--- config.mk ---
export PLATFORM = sky130hd
export DESIGN_NAME = serial_frame_receiver_handshake_flat
export DESIGN_NICKNAME = d
export VERILOG_FILES = /design/src/rtl/sfr_pkg.sv /design/src/rtl/sfr_if.sv /design/src/rtl/sfr_front.sv /design/src/rtl/sfr_queue.sv /design/src/rtl/sfr_back.sv /design/src/rtl/serial_frame_receiver_handshake.sv /design/src/flat_wrapper.sv
export SDC_FILE = /design/constraint.sdc
export NUM_CORES = 1
export LEC_CHECK = 0
export ABC_AREA = 1
export BUFFER_PORTS_ARGS = -buffer_cell sky130_fd_sc_hd__buf_2
export CORE_MARGIN = 3
export CORE_UTILIZATION = 35
export CTS_CLUSTER_DIAMETER = 60
export DETAILED_ROUTE_END_ITERATION = 8
export GPL_ROUTABILITY_DRIVEN = 0
export PLACE_DENSITY = 0.63
export RECOVER_POWER = 50
export SLEW_MARGIN = 40
export SYNTH_ARGS = -nofsm -noshare
export SYNTH_HDL_FRONTEND = slang
export SYNTH_SLANG_ARGS = --single-unit
export TNS_END_PERCENT = 10
--- constraint.sdc ---
create_clock -name i_clk -period 3.8 [get_ports i_clk]
set_clock_uncertainty 0.05 [all_clocks]
set_input_delay 0.76 -clock i_clk [delete_from_list [all_inputs] [get_ports i_clk]]
set_output_delay 0.76 -clock i_clk [all_outputs]
set_load 0.02 [all_outputs]
--- src/rtl/sfr_pkg.sv ---
// ----------------------------------------------------------------------------
// sfr_pkg
// types, codes and helper functions of the serial frame receiver
// ----------------------------------------------------------------------------
package sfr_pkg;

    typedef logic [7:0] t_byte;

    // configuration register indexes
    localparam int CFG_IDX_W = 3;
    typedef logic [CFG_IDX_W-1:0] t_cfg_idx;
    localparam t_cfg_idx CFG_MARKER  = 3'd0;
    localparam t_cfg_idx CFG_SYNC    = 3'd1;
    localparam t_cfg_idx CFG_CONNECT = 3'd2;
    localparam t_cfg_idx CFG_PING    = 3'd3;
    localparam t_cfg_idx CFG_PONG    = 3'd4;

    // configuration reset values
    localparam t_byte RST_MARKER  = 8'd126;
    localparam t_byte RST_SYNC    = 8'd1;
    localparam t_byte RST_CONNECT = 8'd2;
    localparam t_byte RST_PING    = 8'd3;
    localparam t_byte RST_PONG    = 8'd4;

    // action queue geometry
    localparam int QDEPTH = 4;
    localparam int QAW    = $clog2(QDEPTH);

    typedef enum logic [2:0] {
        K_DATA     = 3'd0,
        K_COMMIT   = 3'd1,
        K_BAD      = 3'd2,
        K_CONSUMED = 3'd3,
        K_TX       = 3'd4,
        K_LINKUP   = 3'd5,
        K_LINKDOWN = 3'd6
    } t_kind;

    typedef enum logic [2:0] {
        PH_HUNT  = 3'd0,
        PH_CMD   = 3'd1,
        PH_LEN   = 3'd2,
        PH_BODY  = 3'd3,
        PH_CRCLO = 3'd4,
        PH_CRCHI = 3'd5,
        PH_END   = 3'd6
    } t_phase;

    typedef enum logic [1:0] {
        LK_IDLE = 2'd0,
        LK_WAIT = 2'd1,
        LK_UP   = 2'd2
    } t_link;

    typedef enum logic [1:0] {
        EV_NONE = 2'd0,
        EV_UP   = 2'd1,
        EV_DOWN = 2'd2
    } t_evt;

    typedef struct packed {
        t_byte marker;
        t_byte sync_code;
        t_byte connect_code;
        t_byte ping_code;
        t_byte pong_code;
    } t_cfg;

    // one queued action: a payload byte or a frame end with its follow-ups
    typedef struct packed {
        logic  is_data;
        t_byte data;
        t_kind verdict;
        t_byte command;
        t_byte length;
        logic  reply;
        t_byte reply_code;
        t_byte marker;
        t_evt  evt;
    } t_act;

    typedef struct packed {
        t_kind kind;
        t_byte value;
        t_byte command;
        t_byte length;
        logic  last;
    } t_res;

    localparam logic [15:0] CRC_POLY = 16'hA001;

    // crc-16/arc, reflected, one byte
    function automatic logic [15:0] crc_byte(input logic [15:0] crc, input t_byte b);
        logic [15:0] c;
        c = crc ^ {8'h00, b};
        for (int i = 0; i < 8; i++) begin
            c = c[0] ? ((c >> 1) ^ CRC_POLY) : (c >> 1);
        end
        return c;
    endfunction

endpackage

--- src/rtl/sfr_if.sv ---
// ----------------------------------------------------------------------------
// sfr_if
// valid/ready channel interfaces of the serial frame receiver
// ----------------------------------------------------------------------------
interface sfr_byte_if;
    logic          valid;
    logic          ready;
    sfr_pkg::t_byte rx_byte;

    modport source (output valid, output rx_byte, input ready);
    modport sink   (input valid, input rx_byte, output ready);
endinterface

interface sfr_res_if;
    logic           valid;
    logic           ready;
    logic [2:0]     kind;
    sfr_pkg::t_byte value;
    sfr_pkg::t_byte command;
    sfr_pkg::t_byte length;
    logic           last;

    modport source (output valid, output kind, output value, output command,
                    output length, output last, input ready);
    modport sink   (input valid, input kind, input value, input command,
                    input length, input last, output ready);
endinterface

interface sfr_cfg_if;
    logic              valid;
    logic              ready;
    sfr_pkg::t_cfg_idx index;
    sfr_pkg::t_byte    data;

    modport source (output valid, output index, output data, input ready);
    modport sink   (input valid, input index, input data, output ready);
endinterface

--- src/rtl/sfr_front.sv ---
// ----------------------------------------------------------------------------
// sfr_front
// frame parser and link handshake; turns bytes into queued actions
// ----------------------------------------------------------------------------
module sfr_front (
    input  logic           i_clk,
    input  logic           i_rst_n,
    input  logic           i_valid,
    output logic           o_ready,
    input  sfr_pkg::t_byte i_byte,
    input  sfr_pkg::t_cfg  i_cfg,
    input  logic           i_full,
    output logic           o_push,
    output sfr_pkg::t_act  o_act
);

    sfr_pkg::t_phase r_phase, n_phase;
    sfr_pkg::t_link  r_link, n_link;
    sfr_pkg::t_byte  r_cmd, n_cmd;
    sfr_pkg::t_byte  r_len, n_len;
    sfr_pkg::t_byte  r_left, n_left;
    logic [15:0]     r_crc, n_crc;
    logic [15:0]     r_rcrc, n_rcrc;

    logic accept;
    logic good;
    logic is_sync, is_conn, is_ping;

    assign o_ready = !i_full;
    assign accept  = i_valid && !i_full;
    assign good    = (r_crc == r_rcrc) && (i_byte == i_cfg.marker);
    assign is_sync = (r_cmd == i_cfg.sync_code);
    assign is_conn = (r_cmd == i_cfg.connect_code);
    assign is_ping = (r_cmd == i_cfg.ping_code);

    // next state: receive phase and link state
    always_comb begin
        n_phase = r_phase;
        n_link  = r_link;
        if (accept) begin
            case (r_phase)
                sfr_pkg::PH_CMD: begin
                    n_phase = sfr_pkg::PH_LEN;
                end
                sfr_pkg::PH_LEN: begin
                    n_phase = (i_byte == 8'd0) ? sfr_pkg::PH_CRCLO : sfr_pkg::PH_BODY;
                end
                sfr_pkg::PH_BODY: begin
                    if (r_left == 8'd1) begin
                        n_phase = sfr_pkg::PH_CRCLO;
                    end
                end
                sfr_pkg::PH_CRCLO: begin
                    n_phase = sfr_pkg::PH_CRCHI;
                end
                sfr_pkg::PH_CRCHI: begin
                    n_phase = sfr_pkg::PH_END;
                end
                sfr_pkg::PH_END: begin
                    n_phase = sfr_pkg::PH_HUNT;
                    if (!good) begin
                        n_link = sfr_pkg::LK_IDLE;
                    end else begin
                        case (r_link)
                            sfr_pkg::LK_IDLE: begin
                                if (is_sync) begin
                                    n_link = sfr_pkg::LK_WAIT;
                                end
                            end
                            sfr_pkg::LK_WAIT: begin
                                n_link = is_conn ? sfr_pkg::LK_UP : sfr_pkg::LK_IDLE;
                            end
                            default: begin
                                n_link = r_link;
                            end
                        endcase
                    end
                end
                default: begin
                    n_phase = (i_byte == i_cfg.marker) ? sfr_pkg::PH_CMD : sfr_pkg::PH_HUNT;
                end
            endcase
        end
    end

    // outputs: frame fields, crc and the queued action
    always_comb begin
        n_cmd  = r_cmd;
        n_len  = r_len;
        n_left = r_left;
        n_crc  = r_crc;
        n_rcrc = r_rcrc;
        o_push = 1'b0;
        o_act  = '0;
        o_act.command = r_cmd;
        o_act.length  = r_len;
        o_act.marker  = i_cfg.marker;
        o_act.verdict = sfr_pkg::K_CONSUMED;
        o_act.evt     = sfr_pkg::EV_NONE;
        if (accept) begin
            case (r_phase)
                sfr_pkg::PH_CMD: begin
                    n_cmd = i_byte;
                end
                sfr_pkg::PH_LEN: begin
                    n_len  = i_byte;
                    n_left = i_byte;
                    n_crc  = 16'h0000;
                end
                sfr_pkg::PH_BODY: begin
                    o_push        = 1'b1;
                    o_act.is_data = 1'b1;
                    o_act.data    = i_byte;
                    n_crc  = sfr_pkg::crc_byte(r_crc, i_byte);
                    n_left = r_left - 8'd1;
                end
                sfr_pkg::PH_CRCLO: begin
                    n_rcrc = {8'h00, i_byte};
                end
                sfr_pkg::PH_CRCHI: begin
                    n_rcrc = {i_byte, r_rcrc[7:0]};
                end
                sfr_pkg::PH_END: begin
                    o_push = 1'b1;
                    if (!good) begin
                        o_act.verdict = sfr_pkg::K_BAD;
                        if (r_link == sfr_pkg::LK_UP) begin
                            o_act.evt = sfr_pkg::EV_DOWN;
                        end
                    end else begin
                        case (r_link)
                            sfr_pkg::LK_IDLE: begin
                                o_act.reply      = is_sync;
                                o_act.reply_code = i_cfg.sync_code;
                            end
                            sfr_pkg::LK_WAIT: begin
                                o_act.reply      = is_conn;
                                o_act.reply_code = i_cfg.connect_code;
                                o_act.evt        = is_conn ? sfr_pkg::EV_UP : sfr_pkg::EV_NONE;
                            end
                            default: begin
                                o_act.verdict    = is_ping ? sfr_pkg::K_CONSUMED
                                                           : sfr_pkg::K_COMMIT;
                                o_act.reply      = is_ping;
                                o_act.reply_code = i_cfg.pong_code;
                            end
                        endcase
                    end
                end
                default: begin
                    o_push = 1'b0;
                end
            endcase
        end
    end

    always_ff @(posedge i_clk) begin
        if (!i_rst_n) begin
            r_phase <= sfr_pkg::PH_HUNT;
            r_link  <= sfr_pkg::LK_IDLE;
            r_cmd   <= '0;
            r_len   <= '0;
            r_left  <= '0;
            r_crc   <= '0;
            r_rcrc  <= '0;
        end else begin
            r_phase <= n_phase;
            r_link  <= n_link;
            r_cmd   <= n_cmd;
            r_len   <= n_len;
            r_left  <= n_left;
            r_crc   <= n_crc;
            r_rcrc  <= n_rcrc;
        end
    end

endmodule

--- src/rtl/sfr_queue.sv ---
// ----------------------------------------------------------------------------
// sfr_queue
// short action queue between parser and result sequencer
// ----------------------------------------------------------------------------
module sfr_queue (
    input  logic          i_clk,
    input  logic          i_rst_n,
    input  logic          i_push,
    input  sfr_pkg::t_act i_act,
    input  logic          i_pop,
    output logic          o_full,
    output logic          o_empty,
    output sfr_pkg::t_act o_head
);

    sfr_pkg::t_act             r_mem [sfr_pkg::QDEPTH];
    logic [sfr_pkg::QAW-1:0]   r_wr, n_wr;
    logic [sfr_pkg::QAW-1:0]   r_rd, n_rd;
    logic [sfr_pkg::QAW:0]     r_cnt, n_cnt;

    assign o_full  = (r_cnt == (sfr_pkg::QAW+1)'(sfr_pkg::QDEPTH));
    assign o_empty = (r_cnt == '0);
    assign o_head  = r_mem[r_rd];

    always_comb begin
        n_wr  = i_push ? r_wr + 1'b1 : r_wr;
        n_rd  = i_pop  ? r_rd + 1'b1 : r_rd;
        n_cnt = r_cnt;
        if (i_push && !i_pop) begin
            n_cnt = r_cnt + 1'b1;
        end else if (!i_push && i_pop) begin
            n_cnt = r_cnt - 1'b1;
        end
    end

    always_ff @(posedge i_clk) begin
        if (i_push) begin
            r_mem[r_wr] <= i_act;
        end
    end

    always_ff @(posedge i_clk) begin
        if (!i_rst_n) begin
            r_wr  <= '0;
            r_rd  <= '0;
            r_cnt <= '0;
        end else begin
            r_wr  <= n_wr;
            r_rd  <= n_rd;
            r_cnt <= n_cnt;
        end
    end

endmodule

--- src/rtl/sfr_back.sv ---
// ----------------------------------------------------------------------------
// sfr_back
// expands queued actions into result transactions, one per cycle unless stalled
// ----------------------------------------------------------------------------
module sfr_back (
    input  logic          i_clk,
    input  logic          i_rst_n,
    input  logic          i_empty,
    input  sfr_pkg::t_act i_head,
    output logic          o_pop,
    output logic          o_valid,
    input  logic          i_ready,
    output sfr_pkg::t_res o_res
);

    sfr_pkg::t_act r_cur, n_cur;
    logic          r_busy, n_busy;
    logic [2:0]    r_step, n_step;
    logic          r_valid, n_valid;
    sfr_pkg::t_res r_out, n_out;

    sfr_pkg::t_act sel;
    logic [2:0]    step;
    logic [2:0]    last_idx;
    logic          slot_free;
    logic          have;
    sfr_pkg::t_res res;

    assign slot_free = !r_valid || i_ready;
    assign have      = r_busy || !i_empty;
    assign sel       = r_busy ? r_cur : i_head;
    assign step      = r_busy ? r_step : 3'd0;
    assign o_pop     = slot_free && !r_busy && !i_empty;

    // index of the final result of the selected action
    always_comb begin
        last_idx = 3'd0;
        if (!sel.is_data) begin
            last_idx = (sel.reply ? 3'd6 : 3'd0)
                     + ((sel.evt != sfr_pkg::EV_NONE) ? 3'd1 : 3'd0);
        end
    end

    // result for the selected step
    always_comb begin
        res      = '0;
        res.last = (step == last_idx);
        if (sel.is_data) begin
            res.kind  = sfr_pkg::K_DATA;
            res.value = sel.data;
        end else if (step == 3'd0) begin
            res.kind    = sel.verdict;
            res.command = sel.command;
            res.length  = sel.length;
        end else if (sel.reply && step <= 3'd6) begin
            res.kind = sfr_pkg::K_TX;
            case (step)
                3'd1:    res.value = sel.marker;
                3'd2:    res.value = sel.reply_code;
                3'd6:    res.value = sel.marker;
                default: res.value = 8'd0;
            endcase
        end else begin
            res.kind = (sel.evt == sfr_pkg::EV_UP) ? sfr_pkg::K_LINKUP : sfr_pkg::K_LINKDOWN;
        end
    end

    always_comb begin
        n_cur   = r_cur;
        n_busy  = r_busy;
        n_step  = r_step;
        n_valid = r_valid;
        n_out   = r_out;
        if (slot_free) begin
            n_valid = have;
            if (have) begin
                n_out = res;
                if (res.last) begin
                    n_busy = 1'b0;
                end else begin
                    n_busy = 1'b1;
                    n_cur  = sel;
                    n_step = step + 3'd1;
                end
            end
        end
    end

    always_ff @(posedge i_clk) begin
        if (!i_rst_n) begin
            r_busy  <= 1'b0;
            r_step  <= '0;
            r_valid <= 1'b0;
        end else begin
            r_busy  <= n_busy;
            r_step  <= n_step;
            r_valid <= n_valid;
        end
    end

    always_ff @(posedge i_clk) begin
        r_cur <= n_cur;
        r_out <= n_out;
    end

    assign o_valid = r_valid;
    assign o_res   = r_out;

endmodule

--- src/rtl/serial_frame_receiver_handshake.sv ---
// ----------------------------------------------------------------------------
// serial_frame_receiver_handshake
// framed serial receiver with crc-16/arc check and link handshake
// ----------------------------------------------------------------------------
// i_rx carries received bytes, one per transaction; o_res carries results
// (payload byte, commit, bad frame, consumed, tx byte, link up, link down),
// with last set on the final result caused by one received byte.
// i_cfg writes the marker and command code registers; it is always ready,
// and the user must see it is only written while the block is idle (not
// enforced by the block). a byte is taken every cycle while the action queue
// has room, so input throughput is one byte per clock. an accepted byte's
// action is queued, then its first result goes into the output register.
// a frame end expands into up to 8 results, sent one per cycle by the
// sequencer unless stalled; the 4-entry queue absorbs them, and once it
// fills i_rx.ready drops until results drain. when o_res.ready is low the
// output register holds its transaction and the queue fills behind it.
// reset is synchronous: parser back to hunting, link idle, queue empty,
// output invalid, configuration back to its defaults.
// ----------------------------------------------------------------------------
module serial_frame_receiver_handshake (
    input  logic      i_clk,
    input  logic      i_rst_n,
    sfr_byte_if.sink  i_rx,
    sfr_res_if.source o_res,
    sfr_cfg_if.sink   i_cfg
);

    sfr_pkg::t_cfg r_cfg, n_cfg;

    logic          push;
    logic          pop;
    logic          full;
    logic          empty;
    sfr_pkg::t_act act;
    sfr_pkg::t_act head;
    sfr_pkg::t_res res;

    // configuration registers, written by index
    assign i_cfg.ready = 1'b1;

    always_comb begin
        n_cfg = r_cfg;
        if (i_cfg.valid) begin
            case (i_cfg.index)
                sfr_pkg::CFG_MARKER:  n_cfg.marker       = i_cfg.data;
                sfr_pkg::CFG_SYNC:    n_cfg.sync_code    = i_cfg.data;
                sfr_pkg::CFG_CONNECT: n_cfg.connect_code = i_cfg.data;
                sfr_pkg::CFG_PING:    n_cfg.ping_code    = i_cfg.data;
                sfr_pkg::CFG_PONG:    n_cfg.pong_code    = i_cfg.data;
                default:              n_cfg = r_cfg;
            endcase
        end
    end

    always_ff @(posedge i_clk) begin
        if (!i_rst_n) begin
            r_cfg.marker       <= sfr_pkg::RST_MARKER;
            r_cfg.sync_code    <= sfr_pkg::RST_SYNC;
            r_cfg.connect_code <= sfr_pkg::RST_CONNECT;
            r_cfg.ping_code    <= sfr_pkg::RST_PING;
            r_cfg.pong_code    <= sfr_pkg::RST_PONG;
        end else begin
            r_cfg <= n_cfg;
        end
    end

    // front: parse bytes, run the link handshake, emit actions
    sfr_front u_front (
        .i_clk   (i_clk),
        .i_rst_n (i_rst_n),
        .i_valid (i_rx.valid),
        .o_ready (i_rx.ready),
        .i_byte  (i_rx.rx_byte),
        .i_cfg   (r_cfg),
        .i_full  (full),
        .o_push  (push),
        .o_act   (act)
    );

    // decoupling queue
    sfr_queue u_queue (
        .i_clk   (i_clk),
        .i_rst_n (i_rst_n),
        .i_push  (push),
        .i_act   (act),
        .i_pop   (pop),
        .o_full  (full),
        .o_empty (empty),
        .o_head  (head)
    );

    // back: expand each action into its result transactions
    sfr_back u_back (
        .i_clk   (i_clk),
        .i_rst_n (i_rst_n),
        .i_empty (empty),
        .i_head  (head),
        .o_pop   (pop),
        .o_valid (o_res.valid),
        .i_ready (o_res.ready),
        .o_res   (res)
    );

    assign o_res.kind    = res.kind;
    assign o_res.value   = res.value;
    assign o_res.command = res.command;
    assign o_res.length  = res.length;
    assign o_res.last    = res.last;

endmodule

--- src/flat_wrapper.sv ---
// flat-port wrapper written by rule: the top's interface ports become plain ports
module serial_frame_receiver_handshake_flat 
  (i_clk, i_rst_n, i_rx_valid, i_rx_rx_byte, i_rx_ready, o_res_valid, o_res_kind, o_res_value, o_res_command, o_res_length, o_res_last, o_res_ready, i_cfg_valid, i_cfg_index, i_cfg_data, i_cfg_ready);
  sfr_byte_if i_rx_i ();
  sfr_res_if o_res_i ();
  sfr_cfg_if i_cfg_i ();
  input  logic i_clk;
  input  logic i_rst_n;
  input wire logic [$bits(i_rx_i.valid)-1:0] i_rx_valid;
  input wire logic [$bits(i_rx_i.rx_byte)-1:0] i_rx_rx_byte;
  output wire logic [$bits(i_rx_i.ready)-1:0] i_rx_ready;
  output wire logic [$bits(o_res_i.valid)-1:0] o_res_valid;
  output wire logic [$bits(o_res_i.kind)-1:0] o_res_kind;
  output wire logic [$bits(o_res_i.value)-1:0] o_res_value;
  output wire logic [$bits(o_res_i.command)-1:0] o_res_command;
  output wire logic [$bits(o_res_i.length)-1:0] o_res_length;
  output wire logic [$bits(o_res_i.last)-1:0] o_res_last;
  input wire logic [$bits(o_res_i.ready)-1:0] o_res_ready;
  input wire logic [$bits(i_cfg_i.valid)-1:0] i_cfg_valid;
  input wire logic [$bits(i_cfg_i.index)-1:0] i_cfg_index;
  input wire logic [$bits(i_cfg_i.data)-1:0] i_cfg_data;
  output wire logic [$bits(i_cfg_i.ready)-1:0] i_cfg_ready;
  assign i_rx_i.valid = i_rx_valid;
  assign i_rx_i.rx_byte = i_rx_rx_byte;
  assign i_rx_ready = i_rx_i.ready;
  assign o_res_valid = o_res_i.valid;
  assign o_res_kind = o_res_i.kind;
  assign o_res_value = o_res_i.value;
  assign o_res_command = o_res_i.command;
  assign o_res_length = o_res_i.length;
  assign o_res_last = o_res_i.last;
  assign o_res_i.ready = o_res_ready;
  assign i_cfg_i.valid = i_cfg_valid;
  assign i_cfg_i.index = i_cfg_index;
  assign i_cfg_i.data = i_cfg_data;
  assign i_cfg_ready = i_cfg_i.ready;
  serial_frame_receiver_handshake u_core (.i_clk(i_clk), .i_rst_n(i_rst_n), .i_rx(i_rx_i), .o_res(o_res_i), .i_cfg(i_cfg_i));
endmodule
After elaboration in Yosys (flattened, before gate mapping)
Memory sizes are Yosys's and may differ from the RTL's. A register that Yosys moved wholly into a read port is not among the register bits.
Index checks and enable logic that the tools add are counted.
{"block": "word_totals", "register_bits": 188, "latch_bits": 0, "ram_bits": 188, "mem_bits_ro": 0, "inputBits": 24, "output_inout_bits": 31, "wordCells": 179, "mem_count": 1}
{"block": "op_classes", "add_sub_neg": 7, "multipliers": 0, "div": 0, "n_lt_le_gt_ge": 1, "eq_ne": 27, "shift": 0, "mux": 56, "n_bitwise": 12, "reduce_logical": 42}
{"name": "u_core.u_queue.r_mem", "depth": 4, "width": 47, "rd": 1, "rd_clocked_by_memory_dff": 1, "wr": 1, "line": "sfr_queue.sv:16", "source": "sfr_pkg::t_act r_mem [sfr_pkg::QDEPTH];"}
{"op": "2-to-1 mux 16 bit", "count": 8}
{"op": "case mux 16 bit (2 select lines)", "count": 2}
{"op": "2-to-1 mux 47 bit", "count": 1}
{"op": "2-to-1 mux 9 bit", "count": 4}
{"op": "equality test 8 bit", "count": 4}
{"op": "case mux 8 bit (2 select lines)", "count": 2}
{"op": "2-to-1 mux 2 bit", "count": 15}
{"op": "2-to-1 mux 3 bit", "count": 8}
{"op": "2-to-1 mux 8 bit", "count": 3}
{"op": "NOT 2 -> 3 bit", "count": 8}
{"op": "AND reduction 2 bit", "count": 11}
{"op": "equality test 3 bit (second input constant)", "count": 6}
{"op": "case mux 3 bit (6 select lines)", "count": 1}
{"op": "case mux 9 bit (2 select lines)", "count": 1}
{"op": "equality test 16 bit", "count": 1}
{"op": "bitwise XOR 16 x 8 -> 16 bit", "count": 1}
{"op": "equality test 3 x 2 -> 1 bit (second input constant)", "count": 5}
{"op": "2-to-1 mux 12 bit", "count": 1}
{"op": "equality test 3 x 1 -> 1 bit (second input constant)", "count": 3}
{"op": "logical NOT 3 bit", "count": 3}
{"op": "2-to-1 mux 1 bit", "count": 9}
{"op": "equality test 8 x 1 -> 1 bit (second input constant)", "count": 1}
{"op": "logical NOT 8 bit", "count": 1}
{"op": "nonzero test 2 bit", "count": 4}
{"op": "other kinds (21)", "count": 42}

Depth between registers and ports, before layout
Gate-level depths: netlist of run 1.
{"block": "logic_depth", "word_depth": 18, "ltp_mapped": 17, "depth_no_buf": 16}

Modules after synthesis
Synthesis of run 1 repeated with hierarchy kept, for this count alone.
{"block": "hier_totals", "hier_cells": 1671, "area_unflattened_um2": 16898.7}
{"module": "sfr_queue", "instances": 1, "cells_each": 513, "area_per_inst_um2": 7821.3, "seq_area_each_um2": 5825.6}
{"module": "sfr_front", "instances": 1, "cells_each": 577, "area_per_inst_um2": 3843.7, "seq_area_each_um2": 1221.2}
{"module": "sfr_back", "instances": 1, "cells_each": 351, "area_per_inst_um2": 3584.7, "seq_area_each_um2": 2352.3}
{"module": "serial_frame_receiver_handshake", "instances": 1, "cells_each": 230, "area_per_inst_um2": 1649.1, "seq_area_each_um2": 800.8}

Worst setup path after synthesis of run 1
OpenSTA, ideal clock, no wires.
{"block": "synth_timing", "path_type": "input to register", "startpoint": "input port i_rx_valid", "endpoint": "memory u_core.u_queue.r_mem[0][0] (netlist name), enable pin", "setup_ns": 0.449, "t_arrival_ns": 3.196, "required_time_ns": 3.301, "path_slack_ns": 0.105, "path_stages": 5, "n_path_buf": 1, "cell_sequence": "nand2_2 -> nor2_2 -> buf_4 -> nor2_2 -> nor2_1"}
{"block": "synth_via", "elab_chain_len": 4}
{"element": "start: declaration", "line": "flat_wrapper.sv:9", "source": "input wire logic [$bits(i_rx_i.valid)-1:0] i_rx_valid;"}
{"element": "logical AND 1 bit", "line": "sfr_front.sv:30", "source": "assign accept = i_valid && !i_full;"}
{"element": "2-to-1 mux 1 bit", "line": "sfr_front.sv:100", "source": "if (accept) begin"}
{"element": "2-to-1 mux 1 bit", "line": "sfr_queue.sv:37", "source": "if (i_push) begin"}
{"element": "2-to-1 mux 1 bit (implied by the code)", "line": "sfr_queue.sv:38", "source": "r_mem[r_wr] <= i_act;"}
{"element": "end: declaration", "line": "sfr_queue.sv:16"}
No other way between the ends.

Worst setup path in the final report of run 1
{"block": "layout_timing", "startpoint": "register u_core.u_front.r_phase[0]", "endpoint": "register u_core.u_queue.r_cnt[2] (netlist name)"}
{"block": "layout_via", "elab_chain_len": 7, "elab_cells_between_ends": 10, "cone_classes": "2 x eq/ne; 3 x mux; 5 x reduce/logical"}
{"element": "start: declaration", "line": "sfr_front.sv:17", "source": "sfr_pkg::t_phase r_phase, n_phase;"}
{"element": "start signal: assignment", "line": "sfr_front.sv:159", "source": "r_phase <= sfr_pkg::PH_HUNT;"}
{"element": "start signal: assignment", "line": "sfr_front.sv:167", "source": "r_phase <= n_phase;"}
{"element": "equality test 3 bit or equality test 3 x 2 -> 1 bit (tied branches)", "line": "sfr_front.sv:101", "source": "case (r_phase)"}
{"element": "OR reduction 2 bit (no source line) *"}
{"element": "2-to-1 mux 1 bit *", "line": "sfr_front.sv:101"}
{"element": "2-to-1 mux 1 bit *", "line": "sfr_front.sv:100"}
{"element": "via u_core.push", "line": "serial_frame_receiver_handshake.sv:30", "source": "logic push;"}
{"element": "logical NOT 1 bit", "line": "sfr_queue.sv:31", "source": "end else if (!i_push && i_pop) begin"}
{"element": "logical AND 1 bit", "line": "sfr_queue.sv:31"}
{"element": "nonzero test 2 bit (no source line)"}
{"element": "end signal: assignment", "line": "sfr_queue.sv:50", "source": "r_cnt <= n_cnt;"}
{"element": "end: declaration", "line": "sfr_queue.sv:19", "source": "logic [sfr_pkg::QAW:0] r_cnt, n_cnt;"}
The timed path passes the listed nets; every way through them passes the cells marked *.
A chain may end at the register's enable or synchronous reset.

==> results of run 1 <==
==> final timing paths <==
check,startpoint,cells past startpoint,to,slack (ns)
worst max-delay path,u_core.u_front.r_phase[0],13,u_core.u_queue.r_cnt[2],0.60
worst min-delay path,u_core.r_cfg[14],2,u_core.r_cfg[14],0.42
worst max register to register,u_core.u_front.r_phase[0],13,u_core.u_queue.r_cnt[2],0.60
worst min register to register,u_core.r_cfg[14],2,u_core.r_cfg[14],0.42
==> report_power, final <==
part / leakage, nW / internal, mW / switching [mW] / total [mW]
registers: 3.29 / 5.34 / 0.260 / 5.60
clock network: 0.675 / 2.39 / 1.60 / 3.99
logic: 2.62 / 0.936 / 2.59 / 3.52
==> layout make-up <==
class,count,area (um^2)
sequential,374,10100
inverter,113,424
multi-input combinational,1035,5030
clock inverter,23,244
tap,592,741
fill,4326,26500
timing repair buffer,75,395
clock buffer,51,1120
==> cell usage in the layout (no fill, tap or decap), types with 2 or more instances in the layout <==
master       n
inv_1       97
nor2_1     248
clkinv_2     8
dfxtp_1    115
nor2_4       5
o22ai_1     21
clkbuf_8     4
ha_1        10
xnor2_1     10
a211oi_1     3
nor3_1      13
a31oi_1     27
clkbuf_2     2
buf_2       21
nand4_1     11
nand2_1    263
o21ai_1      6
buf_12       2
xor2_1      24
nor2_2       2
o21ai_0    180
inv_2       15
bufinv_16    4
o21a_1       8
clkinv_1     7
nand3_1     54
buf_4       14
or2_2       14
clkbuf_16   42
a22o_1       8
o221ai_1     8
nor4_1       5
a21oi_1    102
edfxtp_1   259
clkbuf_1    41
==> sequential cells by signal, summed over array words and instances, names as in the netlist, 8 cells and up, named ones only <==
name                   cells
u_core.u_queue.r_mem     184
u_core.u_front.r_rcrc     16
u_core.r_cfg              40
u_core.u_back.r_cur       47
u_core.u_front.r_left      8
u_core.u_front.r_crc      16
u_core.u_back.o_res       28
u_core.u_front.r_cmd       8
u_core.u_front.r_len       8
==> metrics by stage <==
stage	hold slack, ns	total power, mW	cells
finish	0.419	13.1	2263
global route	0.446	13.9	2263
CTS	0.421	13.3	2263
detailed placement	0.412	9.27	2189
global placement	0.404	9.19	2189
floorplan	0.386	8.07	1591
==> worst min-delay path, delay by kind of cell, from the launching register on <==
kind	cells	cell delay, ns
flip-flops	1	0.29
buffers and inverters	1	0.07
AO/OA/AOI/OAI	1	0.06
==> per-layer routing <==
layer | vias to the layer above | part of all wire (%) | wire length (um)
li1 | 5600 | - | -
met1 | 5435 | 46 | 17800
met2 | 287 | 45 | 17400
met3 | 79 | 5.4 | 2080
met4 | 0 | 2.9 | 1110
met5 | - | 0 | 0
==> kinds of logic (layout without fill, tap and decap cells) <==
kind of cell | after synthesis | after routing | share of synthesized area, %
buf+inv | 182 | 262 | 4.86
compound gates | 367 | 367 | 12.6
flops | 374 | 374 | 63.5
simple gates | 622 | 622 | 16.2
xor+xnor | 34 | 34 | 1.88
other cells | 1 | 1 | 0.0236
fa+ha+maj | 11 | 11 | 0.914
==> results.py, run 1 <==
metrics = {
    "clocking": {
        "clkTransAtPathRegs_ns": 0.06,
        "clk_path_buf_depth": 3,
        "cts_tree": "yes",
        "post-cts-setup-buffers": 0,
        "postCtsHoldBufs": 0,
        "cts_buffers": 41,
        "clock_latency_ns": 0.55,
        "cts-root-buf": "clkbuf_16",
        "htreeDepth": 2,
        "clock_sinks": 374,
        "post_cts_resized": 0,
    },
    "floorplanning": {
        "io_pins": 55,
        "num_rows": 77,
        "die_x_um": 219,
        "start_util_pct": 35.7,
        "die_h_um": 219,
        "core_area_mm2": 0.0445,
        "die_area_mm2": 0.0480,
    },
    "synthesis": {
        "synthTopCellsByArea": "edfxtp_1 (49%), dfxtp_1 (15%), nand2_1 (6.2%)",
        "netlist_instances": 1591,
        "synth_top_area_cell": "edfxtp_1",
        "synth_common_cells": "nand2_1 (262), edfxtp_1 (259), nor2_1 (248), o21ai_0 (177), dfxtp_1 (115)",
        "yosys_most_used_dff": "edfxtp_1",
        "ys_warn_count": 0,
        "async_flop_share_pct": 0,
        "yosys.cell_count.top_type": "nand2_1",
        "synthesis.area_mm2": 0.0159,
        "post_synth.cell_area_avg_um2": 9.98,
        "synth_edf_count": 259,
        "ys_seq_area_share_pct": 63.5,
        "ys_seq_elements": 374,
        "syn-num-nets": 1626,
        "synth_top_area_share_pct": 49.0,
        "synth.distinct_cells": 45,
    },
    "finish": {
        "fin_area_mm2": 0.0180,
        "drive_above_1_share_pct": 8.56,
        "n_antenna_cell": 0,
        "area_growth_pct": 13.6,
        "final_core_util_pct": 40.5,
        "nets": 1675,
    },
    "drt": {
        "wl_per_cell_um": 16.9,
        "firstDrtPassIters": 5,
        "routed_wl_mm": 38.4,
        "via_per_inst": 5.04,
        "drtIter0Drc": 837,
        "drc": 0,
        "routed-via-count": 11401,
        "drtAntennaViolNets": 0,
    },
    "power_and_ir_drop": {
        "powerDensity_mw_per_mm2": 727,
        "ir_drop_mv": 0.526,
        "leakage_nw": 6.59,
    },
    "placement": {
        "post-dp-hpwl_mm": 25.6,
        "io_buffers": 53,
        "placed_area_mm2": 0.0168,
        "dp_slack_ns": 0.818,
    },
    "sta": {
        "worst_pin_slew_ns": 1.55,
        "finalHoldViolations": 0,
        "rsz0062_at_grt": "no",
        "max_freq_ghz": 0.313,
        "min_period_ns": 3.20,
        "setup-violations-final": 0,
        "min_period_over_period_pct": 84.1,
        "slew_headroom_pct": -3.06,
        "fin_ws_ns": 0.603,
        "finalSetupTns_ns": 0,
        "drv_slew": 84,
    },
    "critical_path": {
        "path_class": "flip-flop to flip-flop",
        "cp.arrival_ns": 3.62,
        "critical_path.cell_chain": "inv_2, nor3_1, inv_2, nor2_1, nor2_2, buf_4, inv_1, ha_1, inv_1, fa_1, o21ai_0, o21ai_0, a21oi_1",
        "end_kind": "flip-flop",
        "max_stage_delay_ns": 0.64,
        "start_kind": "flip-flop",
        "cp_top_family": "simple AND/OR/NAND/NOR gates",
        "crit_buf_inv": 5,
        "slowest_stage": "dfxtp_1",
        "worstPathRequired_ns": 4.22,
        "worstPathMaxFanout": 16,
    },
    "global_route": {
        "use_met1_pct": 22.0,
        "grt_use_met2_pct": 25.8,
        "grt_max_degree": 93,
        "track_usage_pct": 16.0,
        "grt_pass1_vias": 11151,
        "grt.met3_usage_pct": 2.56,
        "top_usage_layer": "met2",
        "gr-total-overflow": 0,
        "antenna_found_initial": 0,
        "grt_pass1_wl_mm": 60.5,
    },
    "run_status": {
        "violations": "capacitance limit, slew limit",
        "status": "complete, but fails checks",
    },
    "flow_run": {
        "drv_cap": 1,
    },
    "worst_hold_path": {
        "hold_path.class": "flip-flop to flip-flop",
    },
}
No activity file was read; power rests on OpenSTA's default activity.
==> run 2: changes to the inputs <==
- clock period: 3.8 -> 2.7 ns (I/O delays scaled with it)
==> run 2 against run 1 <==
Against the previous run: the run now ends clean; worst hold slack worse by 0.17 ns; final cell count is 1.5% higher; die area stayed put; critical path depth is 5 lower; global-route usage is 0.33 points higher; flip-flop and latch count stayed put; total power is 44% higher; sequential share of layout area is 0.98 points lower; critical path type unchanged; combinational power is 48% higher.
==> results.py, run 2 (synthesis results as in run 1) <==
metrics = {
    "power_and_ir_drop": {
        "combPwrFrac_pct": 27.5,
        "switchingPower_mw": 6.43,
        "switching_share_pct": 34.0,
        "leakage_nw": 6.75,
        "clock_power_share_pct": 31.0,
        "ir_drop_mv": 0.634,
        "seqPwrFrac_pct": 41.5,
        "internal_power_mw": 12.5,
        "powerDensity_mw_per_mm2": 1030,
    },
    "floorplanning": {
        "num_rows": 77,
        "die_h_um": 219,
        "die_x_um": 219,
        "die_area_mm2": 0.0480,
        "core_area_mm2": 0.0445,
        "io_pins": 55,
        "start_util_pct": 35.7,
    },
    "sta": {
        "finalHoldViolations": 0,
        "finalSetupTns_ns": 0,
        "slew_headroom_pct": 42.8,
        "fin_hold_ws_ns": 0.247,
        "min_period_ns": 2.56,
        "setup-violations-final": 0,
        "rsz0062_at_grt": "no",
        "max_freq_ghz": 0.391,
        "drv_slew": 0,
        "worst_pin_slew_ns": 0.851,
        "min_period_over_period_pct": 94.8,
    },
    "critical_path": {
        "path_class": "flip-flop to flip-flop",
        "r2r_cells": 8,
        "rrSetupSlack_ns": 0.14,
        "worstPathRequired_ns": 2.85,
        "r2r_start": "u_core.u_front.r_phase[0]",
        "worstPathMaxFanout": 32,
        "cp.arrival_ns": 2.70,
        "end_kind": "flip-flop",
        "start_kind": "flip-flop",
        "reg2reg_to": "u_core.u_queue.r_mem[1][14]",
    },
    "drt": {
        "drtIter0Drc": 883,
        "routed-via-count": 11575,
        "drtAntennaViolNets": 0,
        "drc": 0,
        "firstDrtPassIters": 5,
        "routed_wl_mm": 39.4,
        "wl_per_cell_um": 17.1,
        "via_per_inst": 5.04,
    },
    "clocking": {
        "cts-root-buf": "clkbuf_16",
        "cts_tree": "yes",
        "post-cts-setup-buffers": 0,
        "cts_buffers": 41,
        "clock_latency_ns": 0.58,
        "postCtsHoldBufs": 0,
        "clock_sinks": 374,
        "htreeDepth": 2,
        "clk_path_buf_depth": 3,
        "clkTransAtPathRegs_ns": 0.06,
    },
    "finish": {
        "layout_common_cells": "nand2_1 (263), edfxtp_1 (259), nor2_1 (246), o21ai_0 (180), dfxtp_1 (115)",
        "area_growth_pct": 15.6,
        "drive_above_1_share_pct": 9.92,
        "nets": 1706,
        "mostFrequentLayoutCell": "nand2_1",
        "fillCellCount": 4262,
        "largest_reg_flops": 184,
        "reg.largest.list": "u_core.u_queue.r_mem: 184 flops, u_core.u_back.r_cur: 47 flops, u_core.r_cfg: 40 flops",
        "n_antenna_cell": 0,
        "top_register": "u_core.u_queue.r_mem",
    },
    "worst_hold_path": {
        "hold_path.class": "primary input to flip-flop",
        "holdPathEnd": "u_core.r_cfg[37]",
        "hp-start": "i_cfg_data[5]",
        "holdPathStages": 3,
    },
    "global_route": {
        "grt_pass1_vias": 11180,
        "gr-total-overflow": 0,
        "grt_max_degree": 84,
        "antenna_found_initial": 0,
        "track_usage_pct": 16.3,
        "grt_pass1_wl_mm": 61.7,
    },
    "placement": {
        "post-dp-hpwl_mm": 26.0,
        "io_buffers": 53,
    },
    "run_status": {
        "status": "complete, no violations",
    },
    "flow_run": {
        "drv_cap": 0,
    },
}
## run 2: cell types whose count changed in the layout (fill, tap and decap cells not counted), sizes merged
cell	before	now
buf	37	58
clkbuf	89	103
clkinv	17	13
bufinv	4	6
clkinvlp	1	0
inv	114	115
## run 2: power by group through the flow
stage | registers, mW | logic, mW | clock network [mW]
2_1_floorplan | 8.17 | 3.20 | 0
4_1_cts | 7.85 | 5.35 | 6.00
3_3_place_gp | 7.93 | 5.21 | 0
5_1_grt | 7.94 | 5.81 | 6.23
3_5_place_dp | 7.95 | 5.32 | 0
6_report | 7.85 | 5.20 | 5.87
## run 2: area by class of cell
cell class              count  area [um^2]  share of cell area, %
inverters                 113          427                   2.32
multi-input cells        1035         5030                   27.4
flip-flops and latches    374        10100                   54.9
clock buffers              55         1110                   6.04
clock inverters            21          323                   1.76
well taps                 592          741                   4.03
repair buffers            106          648                   3.53
## run 2: worst max path at each step
stage / start / end / slack (ns) / depth (start not counted)
2_1_floorplan: u_core.u_queue.r_cnt[0] / u_core.u_queue.r_mem[0][0] / -0.16 / 7
3_3_place_gp: i_rx_valid / u_core.u_queue.r_cnt[2] / 0.25 / 14
3_5_place_dp: i_rx_valid / u_core.u_queue.r_cnt[2] / 0.30 / 14
4_1_cts: u_core.u_front.r_phase[0] / u_core.u_queue.r_cnt[2] / 0.30 / 13
5_1_grt: u_core.u_front.r_phase[0] / u_core.u_queue.r_cnt[2] / 0.006 / 13
6_report: u_core.u_front.r_phase[0] / u_core.u_queue.r_mem[1][14] / 0.14 / 8
## run 2: metal layers
metal  GRT usage (%)  up-vias  share of wire, %
li1                -     5647                 -
met2            26.1      375                45
met4            5.60        0               3.0
met3            3.30       81               6.9
met1            22.2     5472                45
met5               0        -                 0
## run 2: repair_timing
action	4_1_cts	5_1_grt
setup endpoints to repair	0	1
gates resized for setup	0	1
hold endpoints to repair	0	0
## run 2: per-stage QoR
stage	utilization [%]	setup slack (ns)	std cells	total power, mW	area (um^2)
after floorplan	-	-0.161	1591	11.4	15900
after global placement	38.3	0.254	2220	13.1	17100
after detailed placement	38.3	0.304	2220	13.3	17100
after CTS	41.6	0.297	2296	19.2	18500
after global routing	41.2	0.00568	2296	20.0	18400
final	41.2	0.142	2296	18.9	18400
## run 2: worst max-delay path: stages (launching register included)
cell and delay (ns):
dfxtp_1 0.40, inv_2 0.08, nor3_2 0.28, inv_4 0.14, nor2_2 0.13, nor2_2 0.06, clkbuf_1 0.31, nor2_4 0.18
clkbuf_4 0.52
